[src/hw/rtl/vsd_pkg.sv]
package vsd_pkg;

  localparam int unsigned ByteW    = 8;
  localparam int unsigned PayloadW = 7;
  localparam int unsigned ValueW   = 64;
  localparam int unsigned LenW     = 4;
  localparam int unsigned ShiftW   = 6;

  localparam logic [LenW-1:0]   Limit32 = 4'd5;
  localparam logic [LenW-1:0]   Limit64 = 4'd9;
  localparam logic [ValueW-1:0] Top32   = 64'h0000_0000_8000_0000;
  localparam logic [ValueW-1:0] Top64   = 64'h8000_0000_0000_0000;
  localparam logic [ValueW-1:0] Mask32  = 64'h0000_0000_FFFF_FFFF;
  localparam logic [ValueW-1:0] Mask64  = 64'hFFFF_FFFF_FFFF_FFFF;
  localparam logic [ShiftW-1:0] DigitW  = 6'd7;

  typedef struct packed {
    logic [ValueW-1:0] value;
    logic [LenW-1:0]   byte_length;
  } vsd_result_t;

  // status of one decode step
  typedef struct packed {
    logic        done;
    vsd_result_t res;
  } vsd_step_t;

endpackage

[src/hw/rtl/vsd_byte_if.sv]
interface vsd_byte_if;
  logic       valid;
  logic       ready;
  logic [7:0] in_byte;

  modport source (output valid, output in_byte, input ready);
  modport sink (input valid, input in_byte, output ready);
endinterface

[src/hw/rtl/vsd_result_if.sv]
interface vsd_result_if;
  logic        valid;
  logic        ready;
  logic [63:0] value;
  logic [3:0]  byte_length;

  modport source (output valid, output value, output byte_length, input ready);
  modport sink (input valid, input value, input byte_length, output ready);
endinterface

[src/hw/rtl/vsd_in_stage.sv]
module vsd_in_stage (
  input  logic                     clk_i,
  input  logic                     rst_ni,
  vsd_byte_if.sink                 byte_i,
  input  logic                     advance_i,
  output logic                     valid_o,
  output logic [vsd_pkg::ByteW-1:0] byte_o
);
  import vsd_pkg::*;

  logic             valid_q, valid_d;
  logic [ByteW-1:0] byte_q;
  logic             take;

  assign byte_i.ready = !valid_q || advance_i;
  assign take         = byte_i.valid && byte_i.ready;

  always_comb begin
    valid_d = valid_q;
    if (take) begin
      valid_d = 1'b1;
    end else if (advance_i) begin
      valid_d = 1'b0;
    end
  end

  always_ff @(posedge clk_i or negedge rst_ni) begin
    if (!rst_ni) begin
      valid_q <= 1'b0;
    end else begin
      valid_q <= valid_d;
    end
  end

  always_ff @(posedge clk_i) begin
    if (take) begin
      byte_q <= byte_i.in_byte;
    end
  end

  assign valid_o = valid_q;
  assign byte_o  = byte_q;
endmodule

[src/hw/rtl/vsd_core.sv]
module vsd_core (
  input  logic                      clk_i,
  input  logic                      rst_ni,
  input  logic                      wide_i,
  input  logic                      step_i,
  input  logic [vsd_pkg::ByteW-1:0] byte_i,
  output vsd_pkg::vsd_step_t        step_o
);
  import vsd_pkg::*;

  logic [ValueW-1:0] acc_q, acc_d;
  logic [LenW-1:0]   cnt_q, cnt_d;

  logic [ShiftW-1:0] shift;
  logic [ValueW-1:0] placed;
  logic [ValueW-1:0] mask;
  logic [ValueW-1:0] sum;
  logic [LenW-1:0]   count;
  logic [LenW-1:0]   limit;
  logic              cont;
  logic              last;

  always_comb begin
    cont   = byte_i[ByteW-1];
    shift  = ShiftW'(cnt_q) * DigitW;
    placed = ValueW'(byte_i[PayloadW-1:0]) << shift;
    mask   = wide_i ? Mask64 : Mask32;
    limit  = wide_i ? Limit64 : Limit32;
    count  = cnt_q + 4'd1;
    last   = !cont || (count >= limit);
    // payload always lands above the bits already held
    sum    = (acc_q | placed) & mask;
    // adding the top bit with wrap flips it
    if (last && cont) begin
      sum = sum ^ (wide_i ? Top64 : Top32);
    end

    step_o.done            = last;
    step_o.res.value       = sum;
    step_o.res.byte_length = count;

    acc_d = acc_q;
    cnt_d = cnt_q;
    if (step_i) begin
      if (last) begin
        acc_d = '0;
        cnt_d = '0;
      end else begin
        acc_d = sum;
        cnt_d = count;
      end
    end
  end

  always_ff @(posedge clk_i or negedge rst_ni) begin
    if (!rst_ni) begin
      acc_q <= '0;
      cnt_q <= '0;
    end else begin
      acc_q <= acc_d;
      cnt_q <= cnt_d;
    end
  end
endmodule

[src/hw/rtl/vsd_out_stage.sv]
module vsd_out_stage (
  input  logic                 clk_i,
  input  logic                 rst_ni,
  input  logic                 load_i,
  input  vsd_pkg::vsd_result_t res_i,
  output logic                 space_o,
  vsd_result_if.source         result_o
);
  import vsd_pkg::*;

  logic        valid_q, valid_d;
  vsd_result_t res_q;

  assign space_o = !valid_q || result_o.ready;

  always_comb begin
    valid_d = valid_q;
    if (load_i) begin
      valid_d = 1'b1;
    end else if (result_o.ready) begin
      valid_d = 1'b0;
    end
  end

  always_ff @(posedge clk_i or negedge rst_ni) begin
    if (!rst_ni) begin
      valid_q <= 1'b0;
    end else begin
      valid_q <= valid_d;
    end
  end

  always_ff @(posedge clk_i) begin
    if (load_i) begin
      res_q <= res_i;
    end
  end

  assign result_o.valid       = valid_q;
  assign result_o.value       = res_q.value;
  assign result_o.byte_length = res_q.byte_length;
endmodule

[src/hw/rtl/varint_stream_decoder_top.sv]
// unsigned leb128 varint decoder: takes one encoded byte per transaction on byte_i
// (bit 7 continuation, bits 6..0 payload, least significant group first) and
// emits one transaction on result_o per finished value, carrying the value and
// the number of bytes it used. a value ends on a byte with bit 7 clear or at the
// byte limit (5 bytes in 32-bit mode, 9 in 64-bit mode); if the limit byte still
// has bit 7 set, the top bit of the mode's width is toggled in. results are
// wrapped to 32 bits (upper bits zero) or 64 bits per wide_mode_i, which resets
// to 32-bit mode and should be written only while the block is idle. the result
// of a byte passes through the input register, then the result register, before
// it shows on result_o, and a new byte is taken every cycle as long as result_o
// is drained; the rate is set by the shift-and-or update of the accumulator
module varint_stream_decoder_top (
  input  logic clk_i,
  input  logic rst_ni,
  input  logic wide_mode_we_i,
  input  logic wide_mode_i,
  vsd_byte_if.sink     byte_i,
  vsd_result_if.source result_o
);
  import vsd_pkg::*;

  // mode register
  logic wide_q, wide_d;

  // input stage outputs
  logic             in_valid;
  logic [ByteW-1:0] in_byte;

  // decode step and handshake between stages
  vsd_step_t step;
  logic      out_space;
  logic      advance;
  logic      load;

  always_comb begin
    wide_d = wide_q;
    if (wide_mode_we_i) begin
      wide_d = wide_mode_i;
    end
  end

  always_ff @(posedge clk_i or negedge rst_ni) begin
    if (!rst_ni) begin
      wide_q <= 1'b0;
    end else begin
      wide_q <= wide_d;
    end
  end

  // a byte that ends a value needs room in the result register,
  // any other byte only updates the accumulator
  assign advance = in_valid && (!step.done || out_space);
  assign load    = advance && step.done;

  vsd_in_stage u_in_stage (
    .clk_i     (clk_i),
    .rst_ni    (rst_ni),
    .byte_i    (byte_i),
    .advance_i (advance),
    .valid_o   (in_valid),
    .byte_o    (in_byte)
  );

  vsd_core u_core (
    .clk_i  (clk_i),
    .rst_ni (rst_ni),
    .wide_i (wide_q),
    .step_i (advance),
    .byte_i (in_byte),
    .step_o (step)
  );

  vsd_out_stage u_out_stage (
    .clk_i    (clk_i),
    .rst_ni   (rst_ni),
    .load_i   (load),
    .res_i    (step.res),
    .space_o  (out_space),
    .result_o (result_o)
  );
endmodule
[src/flat_wrapper.sv]
// flat-port wrapper written by rule: the top's interface ports become plain ports
module varint_stream_decoder_top_flat import vsd_pkg::*;
  (clk_i, rst_ni, wide_mode_we_i, wide_mode_i, byte_i_valid, byte_i_in_byte, byte_i_ready, result_o_valid, result_o_value, result_o_byte_length, result_o_ready);
  vsd_byte_if byte_i_i ();
  vsd_result_if result_o_i ();
  input  logic clk_i;
  input  logic rst_ni;
  input  logic wide_mode_we_i;
  input  logic wide_mode_i;
  input wire logic [$bits(byte_i_i.valid)-1:0] byte_i_valid;
  input wire logic [$bits(byte_i_i.in_byte)-1:0] byte_i_in_byte;
  output wire logic [$bits(byte_i_i.ready)-1:0] byte_i_ready;
  output wire logic [$bits(result_o_i.valid)-1:0] result_o_valid;
  output wire logic [$bits(result_o_i.value)-1:0] result_o_value;
  output wire logic [$bits(result_o_i.byte_length)-1:0] result_o_byte_length;
  input wire logic [$bits(result_o_i.ready)-1:0] result_o_ready;
  assign byte_i_i.valid = byte_i_valid;
  assign byte_i_i.in_byte = byte_i_in_byte;
  assign byte_i_ready = byte_i_i.ready;
  assign result_o_valid = result_o_i.valid;
  assign result_o_value = result_o_i.value;
  assign result_o_byte_length = result_o_i.byte_length;
  assign result_o_i.ready = result_o_ready;
  varint_stream_decoder_top u_core (.clk_i(clk_i), .rst_ni(rst_ni), .wide_mode_we_i(wide_mode_we_i), .wide_mode_i(wide_mode_i), .byte_i(byte_i_i), .result_o(result_o_i));
endmodule
[config.mk]
export PLATFORM = sky130hd
export DESIGN_NAME = varint_stream_decoder_top_flat
export DESIGN_NICKNAME = d
export VERILOG_FILES = /design/src/hw/rtl/vsd_pkg.sv /design/src/hw/rtl/vsd_byte_if.sv /design/src/hw/rtl/vsd_result_if.sv /design/src/hw/rtl/vsd_in_stage.sv /design/src/hw/rtl/vsd_core.sv /design/src/hw/rtl/vsd_out_stage.sv /design/src/hw/rtl/varint_stream_decoder_top.sv /design/src/flat_wrapper.sv
export SDC_FILE = /design/constraint.sdc
export NUM_CORES = 1
export LEC_CHECK = 0
export BUFFER_PORTS_ARGS = -buffer_cell sky130_fd_sc_hd__buf_2
export CORE_MARGIN = 4
export CORE_UTILIZATION = 40
export DETAILED_ROUTE_END_ITERATION = 8
export GPL_ROUTABILITY_DRIVEN = 1
export MAX_ROUTING_LAYER = met4
export PLACE_DENSITY_LB_ADDON = 0.05
export SETUP_SLACK_MARGIN = 0.05
export SLEW_MARGIN = 5
export SYNTH_ARGS = -nofsm -noshare
export SYNTH_HDL_FRONTEND = slang
export SYNTH_SLANG_ARGS = --single-unit
[constraint.sdc]
create_clock -name clk_i -period 8.15 [get_ports clk_i]
set_input_delay 0 -clock clk_i [delete_from_list [all_inputs] [get_ports clk_i]]
set_output_delay 0 -clock clk_i [all_outputs]
set_load 0.03 [all_outputs]
Word level (Yosys, flattened, before mapping)
Index checks and enable logic that the tools add are counted.
W data, S select, Z words.
- word-level logic and storage cells: 39
- output and inout bits: 70
- bits in registers: 147
- input port bits: 14
- multiply operators: 1
- add/subtract/negate cells: 1
- order comparisons: 1
- reduce and logical (&&, ||, !) cells: 14
- mux-type cells: 10
- shift-type cells: 1
- bitwise logic cells: 3
- operators with widths (cell ; count):
    $mux W64 ; 4
    $and A64 B64 Y64 ; 1
    $or A64 B64 Y64 ; 1
    $shl A7 B6 Y64 ; 1
    $xor A64 B64 Y64 ; 1
    $mux W4 ; 2
    $mul A4 B3 Y6 const B ; 1
    $add A4 B1 Y4 const B ; 1
    $ge A4 B4 Y1 ; 1
    $logic_and A1 B1 Y1 ; 4
    $logic_not A1 Y1 ; 4
    $logic_or A1 B1 Y1 ; 4
    $mux W1 ; 4
    $reduce_bool A2 Y1 ; 2

Longest topological paths before layout
Gate-level depths: netlist of the first run.
- depth in word-level cells: 9
- gate-level depth with buffers: 12
- mapped depth without buffers: 9

By module
From an unflattened synthesis of the first run, not the netlist that was laid out.
- cells, all modules: 544
- area total of the unflattened synthesis: 6840.3 µm²
- by module, submodules not included (module ; sequential area each (µm²) ; cells an instance ; area each (µm²) ; instances):
    vsd_core ; 1701.6 ; 456 ; 4399.2 ; 1
    vsd_out_stage ; 2067.0 ; 71 ; 2089.5 ; 1
    vsd_in_stage ; 265.3 ; 12 ; 294.0 ; 1
    varint_stream_decoder_top ; 25.0 ; 5 ; 57.6 ; 1

Worst setup path before layout of the first run
OpenSTA, ideal clock, no wires.
- path kind: register -> register
- start: register u_core.u_core.cnt_q[0]
- end: register u_core.u_out_stage.res_q (netlist bit u_core.u_out_stage.result_o.byte_length[0]), enable pin
- path slack: 3.706 ns
- period minus slack after synthesis: 4.444 ns
- buffers on the path: 3
- cell stages (with the launch flop): 11
- required time: 7.691 ns
- data arrival time: 3.985 ns
- library setup time: 0.459 ns
- cell sequence: dfrtp_1 > buf_2 > buf_2 > nand2_1 > xnor2_1 > ha_1 > nand2_1 > o211ai_1 > nand3_1 > inv_1 > clkbuf_1
- RTL lines (what ; line ; text):
    from (decl) ; vsd_core.sv:12 ; logic [LenW-1:0] cnt_q, cnt_d;
    from (signal assigned) ; vsd_core.sv:61 ; cnt_q <= cnt_d;
    to (signal assigned) ; vsd_out_stage.sv:35 ; res_q <= res_i;
    to (decl) ; vsd_out_stage.sv:12 ; vsd_result_t res_q;

==> impl_results.md, run 1 <==
* Die ar. at 18,900 um^2
* Seq/Total Area, Yosys at 60.4%
* Setup repair bufs after CTS at 0
* Synthesized Nets at 587
* Top-count cell post-synth: edfxtp_1
* Largest cells by area after synthesis: edfxtp_1, dfrtp_1, nor2_1
* Synth Area in Simple Gates at a little over a tenth
* Worst EP arrival at 4570 ps
* Status: finished, final reports clean
* Pwr/cell area at 332 nW/um^2
* RSZ-0062 raised after global routing: no
* TritonRoute pass-1 iters at 5
* Worst VDD drop at 0.171 mV
* Synth Area in XOR/XNOR at 1.02%
* Crit share post-route at 54.1%
* Placer Congestion at 0.857
* Crit path time final at 4410 ps
* Clk slew on worst S/H paths at 60 ps
* Mux share of post-synthesis cell area at 3.82%
* CTS sink cnt at 147
* Relative slew slack at 24.3%
* Synthesis-stage register bit count at 147
* ANT cells at 0
* Crit end category: flip-flop
* Area share of the largest cell type after synthesis at 34.0%
* DIE WIDTH at 138 um
* First-pass GRT wire length at approximately 28 mm
* Final hold vios at 0
* Largest net degree at the start of global routing at 72
* IO buf count at 83
* Async SR Flop Fraction at 48.3%
* Final Util at between 40% and 50%
* Combinational family with the most area after synthesis: compound AO/OA/AOI/OAI gates
* Post-synth top cells: edfxtp_1, dfrtp_1, nor2_1, a21oi_1, a21o_1
* Crit start category: flip-flop
* Dominant synthesized flop cell: edfxtp_1
* Row Count at 47
* Final max-slew violation count at 0
* Vias at 4,935
* Mapped cell area at 6720 um^2
* Routed Antenna Nets at 0
* Layout area overhead at 19.6%
* DRC viols at 0
* Met1 Use GR at 28.5%
* Total gr overflow at 0
* Maxcap violations at 0
* Hold Crit Class: in -> reg
* Post-layout net count at 680
* Die height at 138 um
* Req. time, crit path at between 8000 and 9000 ps
* Worst Max-Slew Pin Slew at roughly 1100 ps
* Vias in the first global route at 4,874
* Compound-cell area share of the yosys netlist at 18.2%
* Root Driver: clkbuf_16
* Busiest grt layer: met2
* Io pins at 84
* Setup TNS at 0 ps
* Total Power at 2.67 mW
* Leading area contributor after synthesis: edfxtp_1
* CP Class: reg -> reg
* Via-to-Cell Ratio at 5.58
* Worst skew pair latency at 420 ps
* Core Area at ~17,000 um^2
* Syn avg cell area at 12.0 um^2
* Met3 usage at 4.13%
* Setup violators final at 0
* CTS buffer count at 17
* Share of layout cells above drive strength 1 at 21.4%
* Fmax at 0.227 GHz
* Gr usage total at 20.8%
* Met2 GRT Util at 31.0%
* Adder-cell share of the synthesized area at 3.05%
* Leakage power at 3.59 nW
* Initial antenna violation count at 0
* 1st-iter DRT viols at between 300 and 400
* Synth warn at 0
* Final Skew at roughly 9 ps
* Post-DP HPWL at 11.9 mm
* Routed WL at 18.1 mm
* H-tree levels at 4
* Max Root-Sink Buffers at 2
* Cell variety after synth at 60
* Post-synth EDFFs at 76
* Wire length per cell at 20.5 um
* Cells after Synth at 559
* Starting Density at 40.7%
* CTS tree: done
* Worst-path fanout max at 26
[per-layer routing]
metal	wire length, um	up-vias
li1	-	2284
met1	8350	2457
met2	8420	161
met3	949	33
met4	395	0
met5	0	-
[final timing paths]
| path | startpoint | to | slack (ps) | depth (start not counted) |
|---|---|---|---|---|
| setup / recovery | u_core.u_core.cnt_q[0] | u_core.u_out_stage.result_o.value[31] | 3740 | 7 |
| hold / removal | byte_i_in_byte[4] | u_core.u_in_stage.byte_o[4] | 280 | 2 |
| setup reg to reg | u_core.u_core.cnt_q[0] | u_core.u_out_stage.result_o.value[31] | 3740 | 7 |
| hold reg to reg | u_core.u_core.acc_q[21] | u_core.u_core.acc_q[21] | 500 | 1 |
| max in group asynchronous | rst_ni | u_core.u_core.acc_q[10] | 7150 | 3 |
| min in group asynchronous | rst_ni | u_core.u_out_stage.result_o.valid | 320 | 3 |
[report_power, final]
group | internal, mW | switching (mW)
sequential | 0.936 | 0.0599
clock | 0.420 | 0.311
combinational | 0.288 | 0.657
total | 1.64 | 1.03
[placed cells by master, fill, tap and decap left out, drive strengths merged, types with 7 or more instances in the layout]
master / synthesis / layout
clkinv: 3 / 8
clkbuf: 20 / 20
dfrtp: 71 / 71
nand2: 29 / 29
ha: 10 / 10
nor2: 72 / 72
edfxtp: 76 / 76
a31oi: 30 / 30
dlygate4sd3: 0 / 14
buf: 12 / 92
inv: 10 / 11
mux2: 9 / 9
mux2i: 11 / 11
o21ai: 7 / 7
a21oi: 44 / 44
a22o: 24 / 24
nor3: 7 / 7
a21o: 32 / 32
[cell families after synthesis]
family          count (synthesis)
flops                         147
mux                            22
compound gates                176
fa+ha+maj                      14
xor+xnor                        7
buf+inv                        45
simple gates                  148
[worst max-delay path, cell delays in order (launching register included)]
cell and delay [ps]:
dfrtp_1 860, clkinv_1 500, ha_1 980, mux2i_1 250
mux4_2 550, nor2_1 660, a21oi_1 170, xor2_1 180
[state kept, by name, indices dropped and copies added, names as in the netlist]
register	count
u_core.u_in_stage.valid_o	1
u_core.u_out_stage.result_o.byte_length	4
u_core.u_out_stage.result_o.valid	1
u_core.u_core.cnt_q	4
u_core.wide_q	1
u_core.u_out_stage.result_o.value	64
u_core.u_core.acc_q	64
u_core.u_in_stage.byte_o	8
[what timing repair did]
| action | 4_1_cts | 5_1_grt |
|---|---|---|
| gates resized for setup | 0 | 0 |
| hold buffers | 14 | 0 |
| endpoints found under the hold margin | 82 | 0 |
[stage by stage]
stage | area, um^2 | std cells | setup WS, ps | hold WS (ps)
after floorplan | 6720 | 559 | 3710 | -296
after global placement | 7340 | 839 | 3680 | 176
after detailed placement | 7350 | 839 | 3710 | 178
after CTS | 8040 | 885 | 3700 | 264
after global routing | 8040 | 885 | 3400 | 292
final | 8040 | 885 | 3740 | 284
[area by class of cell]
class / count / area, um^2
clock buffer: 20 / 437
clock inverter: 12 / 111
fill: 1542 / 8490
inverter: 13 / 48.8
multi-input combinational: 367 / 2480
sequential: 147 / 4060
tap: 220 / 275
timing repair buffer: 106 / 623
No activity file was read; power rests on OpenSTA's default activity.
==> run 2, diff against run 1 <==
Clock period 8.15 ns to 4.3 ns, I/O delays scaled along.
==> run 2 against run 1 <==
Effect of this change: wire length increased by 7.5%; sequential share of layout area decreased by 1.4 points; die area unchanged; fmax increased by 19%; non-clock buffer count increased by 21; power increased by 100%; flip-flop and latch count unchanged.
==> impl_results.md, run 2 (synthesized netlist as in run 1, its figures left out) <==
* CTS buffer count at 17 (unchanged)
* Starting Density at 40.7% (unchanged)
* Req. time, crit path at 4450 ps (-3860 ps)
* Comb power frac at 35.5% (about the same)
* Io pins at 84 (unchanged)
* Total gr overflow at 0 (unchanged)
* ANT cells at 0 (unchanged)
* Critical R2R Launch: u_core.u_core.cnt_q[1]
* Sw frac at 36.5% (-2.0 points)
* CTS sink cnt at 147 (unchanged)
* Die ar. at 18,900 um^2 (unchanged)
* Wire length per cell at 21.5 um (+5.1%)
* CTS tree: done
* Crit. Startpoint: u_core.u_core.cnt_q[1]
* Via-to-Cell Ratio at 5.58 (about the same)
* Setup repair bufs after CTS at 0 (unchanged)
* Multi-input gate area at 2470 um^2 (-0.40%)
* Placer Congestion at 0.888 (+3.7%)
* Worst path bufs/invs at 0 (-1)
* Most used cell, CP: fa_1
* Setup TNS at 0 ps (unchanged)
* Die height at 138 um (unchanged)
* R2r endpoint: u_core.u_out_stage.result_o.value[60]
* Setup violators final at 0 (unchanged)
* Worst EP arrival at 3850 ps (-720 ps)
* Delay-heaviest family, CP: adder cells
* Final max-slew violation count at 0 (unchanged)
* Status: finished, final reports clean
* Fmax at 0.270 GHz (+19%)
* Post-layout net count at 701 (+3.1%)
* Hold Crit Class: in -> async
* Final Skew at 10.2 ps (+1.49 ps)
* Commonest cells after routing, fill and taps aside: buf_2, edfxtp_1, nor2_1, dfrtp_1, a21oi_1
* Filler cell count at 1,574 (+2.1%)
* Routed WL at 19.5 mm (+7.5%)
* Worst skew pair latency at 420 ps (about the same)
* Max Root-Sink Buffers at 2 (unchanged)
* Routed Antenna Nets at 0 (unchanged)
* Root Driver: clkbuf_16
* Leakage power at 3.74 nW (+4.4%)
* PnR worst setup slack at 602 ps (-3140 ps)
* Total Power at 5.37 mW (+100%)
* DIE WIDTH at 138 um (unchanged)
* DRC viols at 0 (unchanged)
* Pwr/cell area at 650 nW/um^2 (+95%)
* Initial antenna violation count at 0 (unchanged)
* Dpl ws at 613 ps (-3090 ps)
* Final hold vios at 0 (unchanged)
* Internal power at 3.41 mW (+110%)
* Crit start category: flip-flop
* Relative slew slack at 37.9% (+14 points)
* RSZ-0062 raised after global routing: no
* Worst VDD drop at 0.302 mV (+77%)
* Vias in the first global route at 5,019 (+3.0%)
* R2r setup slk at 600 ps (-3140 ps)
* Worst Max-Slew Pin Slew at 931 ps (-204 ps)
* First-pass GRT wire length at 30.1 mm (+6.5%)
* Worst Setup EP: u_core.u_out_stage.result_o.value[60]
* R2R cell count at 8 (+1)
* Post-DP HPWL at 13.1 mm (+9.7%)
* Gr usage total at 22.2% (+1.5 points)
* 1st-iter DRT viols at 354 (-4.6%)
* Sw power at 1.96 mW (+91%)
* Maxcap violations at 0 (unchanged)
* IO buf count at 83 (unchanged)
* Crit share post-route at 86.0% (+32 points)
* TritonRoute pass-1 iters at 5 (unchanged)
* Row Count at 47 (unchanged)
* Core Area at 16,500 um^2 (unchanged)
* Share of layout cells above drive strength 1 at 23.2% (+1.8 points)
* Crit-path cells: fa_1 -> ha_1 -> fa_1 -> and4b_1 -> a211oi_1 -> o22ai_1 -> a31oi_1 -> nor2_1
* Hold_ws at 242 ps (-42.4 ps)
* Clk pwr share at 29.5% (+2.1 points)
* Layout area overhead at 23.1%
* CP Class: reg -> reg
* Largest net degree at the start of global routing at 40 (-44%)
* Crit path time final at 3700 ps (-708 ps)
* H-tree levels at 4 (unchanged)
* Biggest cell delay along the critical path at 1020 ps (+40 ps)
* Clk slew on worst S/H paths at 60 ps (about the same)
* Sequential Power Share at 35.0% (-2.3 points)
* Register area at 4060 um^2 (unchanged)
* Commonest non-fill, non-tap cell in the layout: buf_2
* Critical path's slowest cell: fa_1
* Levels on crit path at 8 (+1)
* Worst-path fanout max at 24 (-7.7%)
* Crit end category: flip-flop
* Vias at 5,056 (+2.5%)
run 2: cell count changes in the layout (fill, tap and decap cells not counted):
cell | previous run | this run
a211oi_2 | 1 | 0
bufinv_16 | 1 | 4
inv_6 | 0 | 2
nor3_2 | 1 | 0
clkinvlp_4 | 5 | 0
clkinv_4 | 2 | 1
buf_4 | 9 | 29
nor3_1 | 4 | 5
clkbuf_1 | 3 | 5
clkinv_2 | 3 | 1
buf_12 | 0 | 1
inv_8 | 1 | 0
clkbuf_8 | 0 | 2
a211oi_1 | 3 | 4
run 2: worst reg2reg max path: cells and delay by family, from the launching register on:
family,cells,cell delay (ps)
AO/OA/AOI/OAI,3,850
adder cells (fa/ha/maj),3,1730
flip-flops,1,530
AND/OR/NAND/NOR,2,330
run 2: worst min-delay path by stage:
stage | start | endpoint | slack, ps | cells past startpoint
final | rst_ni | u_core.u_in_stage.valid_o | 240 | 2
after global routing | byte_i_in_byte[7] | u_core.u_in_stage.byte_o[7] | 280 | 2
after CTS | byte_i_in_byte[7] | u_core.u_in_stage.byte_o[7] | 260 | 2
after detailed placement | byte_i_in_byte[3] | u_core.u_in_stage.byte_o[3] | 180 | 1
after global placement | rst_ni | u_core.u_in_stage.valid_o | 180 | 1
after floorplan | rst_ni | u_core.u_core.acc_q[0] | -300 | 0
run 2: power groups by stage:
| stage | clock network (mW) | logic [mW] | registers (mW) |
|---|---|---|---|
| floorplan | 0 | 0.999 | 2.14 |
| CTS | 1.61 | 1.92 | 1.88 |
| detailed placement | 0 | 1.90 | 1.91 |
| global route | 1.68 | 2.06 | 1.90 |
| global placement | 0 | 1.90 | 1.90 |
| finish | 1.58 | 1.91 | 1.88 |
run 2: per-stage QoR:
stage	cell area, um^2	utilization (%)	std cells
after floorplan	6720	-	559
after CTS	8270	50.0	906
after global routing	8270	50.0	906
final	8270	50.0	906
after detailed placement	7510	45.4	860
after global placement	7510	45.4	860
run 2: timing repair:
item	in CTS	in global routing
resized for setup	0	0
setup endpoints to repair	0	0
hold buffers	14	0
hold endpoints to repair	45	0
run 2: final cells by class:
class	instances	area share [%]
timing repair buffer	127	9.59
multi-input combinational	367	29.9
tap	220	3.33
sequential	147	49.1
clock inverter	8	1.83
inverter	13	0.590
clock buffer	24	5.70
run 2: per-layer routing:
layer	vias up	track usage [%]	wire (um)
li1	2322	-	-
met1	2579	30.5	9080
met2	129	34.1	9340
met3	26	3.76	729
met4	0	6.60	340
met5	-	-	0
==> run 3, diff against run 2 <==
Clock period 4.3 ns to 3.2 ns, I/O delays scaled along.
==> run 3 against run 2 <==
Effect of this change: combinational power increased by 56%; hold slack improved by 10 ps; critical path depth increased by 1; clock power increased by 40%; non-clock buffer count increased by 35; fmax increased by 19%; critical endpoint is now u_core.u_out_stage.result_o.value[13]; largest cell class unchanged.
==> impl_results.md, run 3 (synthesized netlist as in run 1, its figures left out) <==
* Crit-path cells: fa_1 -> ha_4 -> fa_2 -> buf_4 -> and4b_1 -> a311o_1 -> o2bb2ai_2 -> buf_4 -> a21o_1
* Largest net degree at the start of global routing at 61 (+53%)
* Post-layout net count at 736 (+5.0%)
* Busiest grt layer: met2
* Crit share post-route at 97.2% (+11 points)
* R2r endpoint: u_core.u_out_stage.result_o.value[13]
* Critical path's slowest cell: fa_1
* Root Driver: clkbuf_16
* Row Count at 47 (unchanged)
* Setup TNS at 0 ps (unchanged)
* Leakage power at 3.97 nW (+5.9%)
* Hold Crit Class: in -> async
* Biggest cell delay along the critical path at 590 ps (-430 ps)
* Delay-heaviest family, CP: adder cells
* Core Area at 16,500 um^2 (unchanged)
* Critical R2R Launch: u_core.u_core.cnt_q[0]
* Most used cell, CP: buf_4
* Setup violators final at 0 (unchanged)
* Final instance area at 8760 um^2 (+5.9%)
* Gr usage total at 21.7% (-0.51 points)
* IO buf count at 83 (unchanged)
* Crit start category: flip-flop
* TritonRoute pass-1 iters at 5 (unchanged)
* DIE WIDTH at 138 um (unchanged)
* Via-to-Cell Ratio at 5.50 (-1.5%)
* Crit end category: flip-flop
* Worst Setup EP: u_core.u_out_stage.result_o.value[13]
* Die ar. at 18,900 um^2 (unchanged)
* DRC viols at 0 (unchanged)
* Worst VDD drop at 0.490 mV (+62%)
* Worst path bufs/invs at 2 (+2)
* CTS tree: done
* Layout area overhead at 30.4%
* CP Class: reg -> reg
* Share of layout cells above drive strength 1 at 30.2% (+7.1 points)
* Initial antenna violation count at 0 (unchanged)
* Met2 GRT Util at 33.5% (-0.62 points)
* Placed Area at 7760 um^2 (+3.4%)
* Multi-input gate area at 2610 um^2 (+5.5%)
* Worst Max-Slew Pin Slew at 970 ps (+38.5 ps)
* Io pins at 84 (unchanged)
* Max Root-Sink Buffers at 2 (unchanged)
* RSZ-0062 raised after global routing: yes
* R2r setup slk at 90 ps (-510 ps)
* Maxcap violations at 0 (unchanged)
* Worst EP arrival at 3300 ps (-550 ps)
* 1st-iter DRT viols at 396 (+12%)
* Post-DP HPWL at 13.2 mm (+1.1%)
* Hold_ws at 252 ps (+10.4 ps)
* Fmax at 0.321 GHz (+19%)
* Register area at 4060 um^2 (about the same)
* Total gr overflow at 0 (unchanged)
* Final Skew at 7.07 ps (-3.16 ps)
* CTS sink cnt at 147 (unchanged)
* Req. time, crit path at 3380 ps (-1070 ps)
* Vias in the first global route at 5,099 (+1.6%)
* Pwr/cell area at 879 nW/um^2 (+35%)
* Routed Antenna Nets at 0 (unchanged)
* Relative slew slack at 35.3% (-2.6 points)
* Met3 usage at 4.16% (+0.40 points)
* Vias at 5,172 (+2.3%)
* Routed WL at 19.2 mm (-1.5%)
* Crit path time final at 3110 ps (-586 ps)
* Commonest cells after routing, fill and taps aside: buf_2, edfxtp_1, nor2_1, dfrtp_1, buf_4
* Placer Congestion at 0.906 (+2.0%)
* Final max-slew violation count at 0 (unchanged)
* R2R cell count at 9 (+1)
* Levels on crit path at 9 (+1)
* PnR worst setup slack at 88.1 ps (-514 ps)
* ANT cells at 0 (unchanged)
* Worst skew pair latency at 430 ps (about the same)
* Starting Density at 40.7% (unchanged)
* Wire length per cell at 20.4 um (-5.2%)
* CTS buffer count at 17 (unchanged)
* Die height at 138 um (unchanged)
* Filler cell count at 1,473 (-6.4%)
* Clk slew on worst S/H paths at 60 ps (about the same)
* Dpl ws at -17.9 ps (-631 ps)
* Crit. Startpoint: u_core.u_core.cnt_q[0]
* Status: finished, final reports clean
* Final hold vios at 0 (unchanged)
* Met1 Use GR at 28.7% (-1.8 points)
* Commonest non-fill, non-tap cell in the layout: buf_2
* Worst-path fanout max at 6 (-75%)
* First-pass GRT wire length at 29.5 mm (-2.0%)
* H-tree levels at 4 (unchanged)
==> run 3: layer usage <==
layer | vias up | routed length (um)
met2 | 163 | 9200
met3 | 23 | 897
li1 | 2401 | -
met4 | 0 | 414
met1 | 2585 | 8680
met5 | - | 0
==> run 3: worst min path at each step <==
stage,cells past startpoint,slack [ps],endpoint,start
4_1_cts,2,250,u_core.u_in_stage.byte_o[5],byte_i_in_byte[5]
2_1_floorplan,0,-300,u_core.u_core.acc_q[0],rst_ni
6_report,2,250,u_core.u_in_stage.valid_o,rst_ni
3_3_place_gp,1,180,u_core.u_in_stage.byte_o[6],byte_i_in_byte[6]
5_1_grt,2,270,u_core.u_in_stage.byte_o[1],byte_i_in_byte[1]
3_5_place_dp,1,180,u_core.u_in_stage.byte_o[4],byte_i_in_byte[4]
==> run 3: layout make-up <==
cell class	instances	share of cell area (%)
clock buffers	17	4.86
clock inverters	15	2.60
inverters	13	0.557
multi-input cells	367	29.8
flip-flops and latches	147	46.3
well taps	220	3.14
repair buffers	162	12.8
==> run 3: through the flow <==
stage / util, % / power (mW) / instances
2_1_floorplan: - / 4.21 / 559
3_3_place_gp: 47.0 / 5.28 / 887
3_5_place_dp: 47.0 / 5.29 / 887
4_1_cts: 51.8 / 7.55 / 933
5_1_grt: 53.0 / 8.09 / 941
6_report: 53.0 / 7.70 / 941
==> run 3: repair_timing <==
item / CTS / global route
cloned: 0 / 0
pin swaps: 0 / 2
buffers inserted: 0 / 8
gates resized for setup: 2 / 27
setup endpoints to repair: 33 / 71
hold endpoints to repair: 47 / 0
hold buffers: 14 / 0
==> run 3: power by group <==
part | switching [mW] | total, mW | leakage (nW) | internal, mW
Combinational | 1.82 | 2.98 | 1.94 | 1.15
Sequential | 0.130 | 2.51 | 1.71 | 2.38
Clock | 0.820 | 2.21 | 0.315 | 1.39
Total | 2.77 | 7.70 | 3.97 | 4.93
==> run 3: worst reg2reg max path, cell delays in order (launching register included) <==
cell	delay, ps
dfrtp_1	410
fa_1	590
ha_4	150
fa_2	450
buf_4	170
and4b_1	180
a311o_1	400
o2bb2ai_2	180
buf_4	180
a21o_1	160
